<file path="src/design/drfl_pkg.sv">
`timescale 1ns / 1ps
package drfl_pkg;

  localparam int TABLE_DEPTH = 1024;
  localparam int ADDR_W      = $clog2(TABLE_DEPTH);
  localparam int CNT_W       = ADDR_W + 1;
  localparam int FRAC_BITS   = 12;
  localparam int AMT_W       = 48;
  localparam int LIM_W       = 47;
  localparam int YEAR_W      = 14;
  localparam int MD_W        = 7;
  localparam int KEY_W       = YEAR_W + 2 * MD_W;
  localparam int WORD_W      = KEY_W + AMT_W;
  localparam int PROD_W      = 64;
  localparam int HALF_W      = AMT_W / 2;
  localparam int ACC_W       = 2 * AMT_W;
  localparam logic [LIM_W-1:0] LIMIT_RESET = LIM_W'(4096000);

  typedef enum logic [2:0] {
    ST_OK        = 3'd0,
    ST_STORED    = 3'd1,
    ST_BAD_DATE  = 3'd2,
    ST_NEGATIVE  = 3'd3,
    ST_TOO_LARGE = 3'd4,
    ST_TOO_EARLY = 3'd5,
    ST_FULL      = 3'd6
  } status_t;

  typedef struct packed {
    logic    load;
    logic    init;
    logic    cmp;
    logic    wr_pos;
    logic    inc_cnt;
    logic    sh_rd;
    logic    sh_wr;
    logic    mul_start;
    logic    mul_step;
    logic    set_res;
    status_t res;
    logic    out_load;
  } cmd_t;

  typedef struct packed {
    logic    is_query;
    logic    pre_bad;
    status_t pre_code;
    logic    search_done;
    logic    match;
    logic    full;
    logic    early;
    logic    shift_done;
    logic    mul_done;
    logic    out_free;
  } stat_t;

  function automatic logic [4:0] month_len(input logic [MD_W-1:0] m);
    logic [4:0] len;
    case (m)
      7'd2:                      len = 5'd28;
      7'd4, 7'd6, 7'd9, 7'd11:   len = 5'd30;
      default:                   len = 5'd31;
    endcase
    return len;
  endfunction

endpackage

</file>
<file path="src/design/drfl_ctrl.sv">
`timescale 1ns / 1ps
module drfl_ctrl import drfl_pkg::*; (
  input  logic  clk,
  input  logic  rst_n,
  input  logic  in_valid,
  output logic  in_ready,
  input  stat_t st,
  output cmd_t  cmd
);
  typedef enum logic [7:0] {
    S_IDLE  = 8'b00000001,
    S_CHECK = 8'b00000010,
    S_RD    = 8'b00000100,
    S_CMP   = 8'b00001000,
    S_SHRD  = 8'b00010000,
    S_SHWR  = 8'b00100000,
    S_MUL   = 8'b01000000,
    S_DONE  = 8'b10000000
  } state_t;

  state_t state_r, state_nxt;

  assign in_ready = (state_r == S_IDLE);

  always_comb begin
    state_nxt = state_r;
    cmd       = '0;
    cmd.res   = ST_OK;
    case (state_r)
      S_IDLE: begin
        if (in_valid) begin
          cmd.load  = 1'b1;
          state_nxt = S_CHECK;
        end
      end
      S_CHECK: begin
        if (st.is_query && st.pre_bad) begin
          cmd.set_res = 1'b1;
          cmd.res     = st.pre_code;
          state_nxt   = S_DONE;
        end else begin
          cmd.init  = 1'b1;
          state_nxt = S_RD;
        end
      end
      S_RD: begin
        if (!st.search_done) begin
          state_nxt = S_CMP;
        end else if (st.is_query) begin
          if (st.early) begin
            cmd.set_res = 1'b1;
            cmd.res     = ST_TOO_EARLY;
            state_nxt   = S_DONE;
          end else begin
            cmd.mul_start = 1'b1;
            state_nxt     = S_MUL;
          end
        end else if (st.match) begin
          cmd.wr_pos  = 1'b1;
          cmd.set_res = 1'b1;
          cmd.res     = ST_STORED;
          state_nxt   = S_DONE;
        end else if (st.full) begin
          cmd.set_res = 1'b1;
          cmd.res     = ST_FULL;
          state_nxt   = S_DONE;
        end else begin
          state_nxt = S_SHRD;
        end
      end
      S_CMP: begin
        cmd.cmp   = 1'b1;
        state_nxt = S_RD;
      end
      S_SHRD: begin
        if (st.shift_done) begin
          cmd.wr_pos  = 1'b1;
          cmd.inc_cnt = 1'b1;
          cmd.set_res = 1'b1;
          cmd.res     = ST_STORED;
          state_nxt   = S_DONE;
        end else begin
          cmd.sh_rd = 1'b1;
          state_nxt = S_SHWR;
        end
      end
      S_SHWR: begin
        cmd.sh_wr = 1'b1;
        state_nxt = S_SHRD;
      end
      S_MUL: begin
        if (st.mul_done) begin
          cmd.set_res = 1'b1;
          cmd.res     = ST_OK;
          state_nxt   = S_DONE;
        end else begin
          cmd.mul_step = 1'b1;
        end
      end
      S_DONE: begin
        if (st.out_free) begin
          cmd.out_load = 1'b1;
          state_nxt    = S_IDLE;
        end
      end
      default: state_nxt = S_IDLE;
    endcase
  end

  always_ff @(posedge clk) begin
    if (!rst_n) begin
      state_r <= S_IDLE;
    end else begin
      state_r <= state_nxt;
    end
  end
endmodule
</file>
<file path="config.mk">
export PLATFORM = sky130hd
export DESIGN_NAME = drfl_ctrl
export DESIGN_NICKNAME = d
export VERILOG_FILES = /design/src/design/drfl_pkg.sv /design/src/design/drfl_ctrl.sv
export SDC_FILE = /design/constraint.sdc
export NUM_CORES = 1
export LEC_CHECK = 0
export BUFFER_PORTS_ARGS = -buffer_cell sky130_fd_sc_hd__clkbuf_2
export CAP_MARGIN = 20
export CORE_MARGIN = 2
export CORE_UTILIZATION = 48
export DETAILED_ROUTE_END_ITERATION = 10
export MAX_ROUTING_LAYER = met4
export PLACE_DENSITY = 0.82
export SLEW_MARGIN = 40
export SYNTH_ARGS = -nofsm -noshare
export SYNTH_HDL_FRONTEND = slang
export SYNTH_SLANG_ARGS = --single-unit
</file>
<file path="constraint.sdc">
create_clock -name clk -period 3.61 [get_ports clk]
set_clock_uncertainty 0.2 [all_clocks]
set_input_delay 0.9025 -clock clk [delete_from_list [all_inputs] [get_ports clk]]
set_output_delay 0.9025 -clock clk [all_outputs]
set_load 0.05 [all_outputs]
</file>
Yosys cells after proc, flatten, opt, wreduce, memory -nomap -nowiden
Cells that the tools add are included.
{"block": "totals", "ff_bits": 8, "inputBits": 15, "out_inout_bits": 15}
{"block": "classes", "eq_ne": 11, "mux": 41, "reduce_logical": 2}
{"op": "two-way mux 8 bit", "count": 10}
{"op": "one-hot mux 8 bit (8 select lines)", "count": 1}
{"op": "two-way mux 4 bit", "count": 8}
{"op": "two-way mux 1 bit", "count": 18}
{"op": "one-hot mux 4 bit (4 select lines)", "count": 1}
{"op": "equality test 8 x 1 -> 1 bit (second input constant)", "count": 1}
{"op": "equality test 8 x 2 -> 1 bit (second input constant)", "count": 1}
{"op": "equality test 8 x 3 -> 1 bit (second input constant)", "count": 1}
{"op": "equality test 8 x 4 -> 1 bit (second input constant)", "count": 1}
{"op": "equality test 8 x 5 -> 1 bit (second input constant)", "count": 1}
{"op": "equality test 8 x 6 -> 1 bit (second input constant)", "count": 1}
{"op": "equality test 8 x 7 -> 1 bit (second input constant)", "count": 1}
{"op": "equality test 8 bit (second input constant)", "count": 1}
{"op": "inequality test 2 bit (second input constant)", "count": 3}
{"op": "two-way mux 2 bit", "count": 2}
{"op": "AND reduction 3 bit", "count": 1}
{"op": "one-hot mux 1 bit (2 select lines)", "count": 1}
{"op": "logical AND 1 bit", "count": 1}

Depth between registers and ports, before layout
{"block": "logic_depth", "word_depth": 5, "depth_mapped": 4, "depth_no_buf": 4}

Worst setup path before layout
OpenSTA, ideal clock, no wires.
{"block": "synth_path", "path_type": "in2out", "from": "input st[5] in the netlist's numbering", "to": "output cmd[3] in the netlist's numbering", "arrival_ns": 2.182, "required_time_ns": 2.508, "setup_slack_ns": 0.325, "cell_stages": 3, "path_buffers": 0, "path_cell_list": "nor2_1 > a22oi_1 > o21ai_0"}
{"item": "from (decl)", "line": "drfl_ctrl.sv:7", "text": "input stat_t st,"}
{"item": "to (decl)", "line": "drfl_ctrl.sv:8", "text": "output cmd_t cmd"}

==> impl_summary.md <==
Route
The number of routed nets with antenna violations is 0. Dividing the detail-routed wire length by the instance count gives 12.10 um. The via total after detailed routing is 681.

In this run, the number of DRC markers left after iteration 0 of detailed routing was 11. The first detailed-routing pass took 2 iterations. The via count normalized by instance count is approximately 5.5. The DRC violations left is 0. The total wirelength of the detailed-routed design is 1500 um.

Floorplanning
The die covers 1643 um2. In this run the standard cell core region covers 1269 um2. The die is between 40 and 50 um wide. The effective utilization at floorplan is 50.49%. In this run the core area contains 13 standard-cell rows. The y dimension of the die is 40.53 um. In this run the count of I/O pins placed on the die edge is 30.

Clocking
The H-tree depth is 1. The clock latency reported for the late side of the worst-skew pair is around 0.25 ns. The number of clock sinks seen by CTS is 8. The quantity of hold-fixing buffers added after cts is 0. The clock buffer count from CTS is 3. The number of buffers between clock root and the deepest sink is 2. The root buffer cell is clkbuf_4. Once the clock tree was built, the setup fixing pass inserted 0 buffers. The clock tree from TritonCTS is done. The post-cts sizing count is 0. Clock-pin slew was measured on the worst setup and hold paths at roughly 0.050 ns.

STA
Hold timing on the final database bottoms out at a slack of 0.5294 ns. The count of pins over their slew limit was 0. The total setup violations reported at the end of the flow is 0. The worst-case setup margin in the final layout is 0.5086 ns. The count of final hold-check violations is 0.

The routed design could run at a clock period as short as 3.101 ns. At the pin with the least slew margin, the transition time is 0.4179 ns. The timing-limited maximum frequency is 322.4 MHz. The headroom to the max-slew limit is 71.93%. The final clock period utilization by the worst path is 85.91%.

Setup repair after global routing left no endpoint under its margin. In the final timing run, aggregate negative setup slack is 0 ns.

GRT
Summed over all layers, the global routing overflow is 0. In the global route stage, overall resource usage came out at between 20% and 30%. The maximum number of pins on one net before global-route repair is 8.

The first global-routing pass estimated about 2200 um of wire. The initial antenna violation count was 0. The number of global-route vias before repair is roughly 560.

Layout
The net count of the finished layout is 126. The ratio of cells with drive above 1 in the final layout is 34.86%. The largest register by flop count is state_r. The most common library cell in the layout ignoring fill and taps is clkbuf_2. In the final layout, the registers with the most flip-flops are state_r (8). The register with the most flip-flops in the layout has 8 of them.

From synthesis to final layout, the design area changed by 29.10%. The number of inserted diodes is 0. The top cell types in the final layout, fill and taps aside, are clkbuf_2 (29), dfxtp_1 (8), nor2b_1 (7), nor2_1 (6), nand2_1 (6).

Synth
Sequential cells were found to cover 25.00% of the synthesized design area. The gate count of the mapped netlist is 77. The most used flip-flop cell after synthesis is dfxtp_1. Of all cell types, the one taking the most synthesized area is dfxtp_1. The flip-flop and latch count after synthesis is 8. The cell area that synthesis handed to floorplanning was approximately 640 um2. The synthesized design contains 0 enable-type register cells. By area the synthesized netlist is led by dfxtp_1 (25%), nor2b_1 (6.8%), nor4_4 (6.6%). The average footprint of a synthesized cell is 8.320 um2. The Yosys step of the flow raised 0 warnings. Counting every net in the synthesized netlist gives roughly 90.

The portion of synthesized cell area occupied by the leading cell type is 25.00%. For this run, asynchronously set or reset flops after synthesis account for 0%. The netlist uses 34 different library cells.

Setup path
The critical path endpoint category is an output pin. The largest fanout on the critical path is 7. For the worst setup path, the data arrival time is 2.00 ns. The buffer and inverter count on the worst path is 1. The critical path goes through nor4_4 > nand4_4 > o31a_1 > nand3_1 > clkbuf_2. In this design, the largest share of critical-path delay is due to simple AND/OR/NAND/NOR gates. The critical path class is flop to output pin.

The maximum cell stage delay along the critical path is 0.46 ns. The worst register-to-register path begins at state_r[2]. The critical path required time is 2.51 ns.

The cell type of the slowest stage on the worst timing path is nor4_4. In this run the number of cells on the critical path is 5. For the worst flop-to-flop path, the logic depth is 4. In this run the worst setup path begins at state_r[7]. STA classifies the critical path startpoint as a flop.

Hold path
The worst hold path cell count is 3. The startpoint identified for the worst hold timing path is state_r[7]. The path class of the tightest hold or removal check is flop to flop.

Placed design
The worst setup timing slack at the placement stage is 0.5945 ns. The final weighted congestion of routability-driven global placement is between 0.8 and 0.9. The count of buffers added on input and output ports is 29.

The detailed-placement wirelength estimate is 1245 um.

Pwr
VDD sags by at most 167.2 uV. Dividing total power by cell area gives a power density of 283.6 nW/um2. The leakage power summed over all cells is 0.3830 nW. The overall power is 234.6 uW.

Run
The tool flagged a number of max-cap violations equal to 0.

Status
The flow ran to the end, and the final reports show no timing, DRC or antenna violations.
[power breakdown]
| part | switching [mW] | internal [mW] | total (mW) |
|---|---|---|---|
| logic | 0.0445 | 0.0236 | 0.0682 |
| clock network | 0.0310 | 0.0381 | 0.0691 |
| registers | 0.00576 | 0.0916 | 0.0974 |
[layout make-up]
cell class | instances | area, um2
clock buffer | 3 | 22.52
fill | 111 | 441.7
inverter | 4 | 15.01
multi-input combinational | 65 | 465.4
sequential | 8 | 160.2
tap | 15 | 18.77
timing repair buffer | 29 | 145.1
[worst paths after layout]
kind / end / slack [ns]
max: cmd[4] / 0.51
min: state_r[5] / 0.53
max reg2reg: state_r[7] / 1.79
min reg2reg: state_r[5] / 0.53
[Yosys cell counts (2+ instances only)]
master    instances
nand2b_1          2
o211ai_1          2
and2_1            2
and4b_1           2
xor2_1            2
inv_1             4
dfxtp_1           8
o21ai_0           3
nor2b_1           7
nor4_4            2
nand2_1           6
o21a_1            3
nand3_1           4
nand4_1           2
nor2_1            6
nor3_1            4
[metrics by stage]
stage	instances	util (%)	instance area, um2
4_1_cts	124	65.19	827.0
3_3_place_gp	121	63.41	804.5
5_1_grt	124	65.19	827.0
6_report	124	65.19	827.0
2_1_floorplan	77	-	640.6
3_5_place_dp	121	63.41	804.5
[routing by layer]
| metal | vias up | wire length, um | track usage, % |
|---|---|---|---|
| li1 | 349 | - | - |
| met1 | 310 | 657 | 24.17 |
| met2 | 20 | 751 | 37.30 |
| met3 | 2 | 73 | 1.667 |
| met4 | 0 | 17 | 7.500 |
| met5 | - | 0 | - |
[worst min-delay path: cells and delay by family (launching register included)]
family / cells / cell delay (ns)
DFF: 1 / 0.41
and+or+nand+nor: 3 / 0.28
[cell families after synthesis]
logic type | count (synthesis) | synth area share, %
flip-flops | 8 | 25.00
XOR/XNOR | 3 | 4.102
buffers and inverters | 4 | 2.343
AND/OR/NAND/NOR | 46 | 49.02
AO/OA/AOI/OAI | 16 | 19.53
Power figures use the tool's default switching activity.
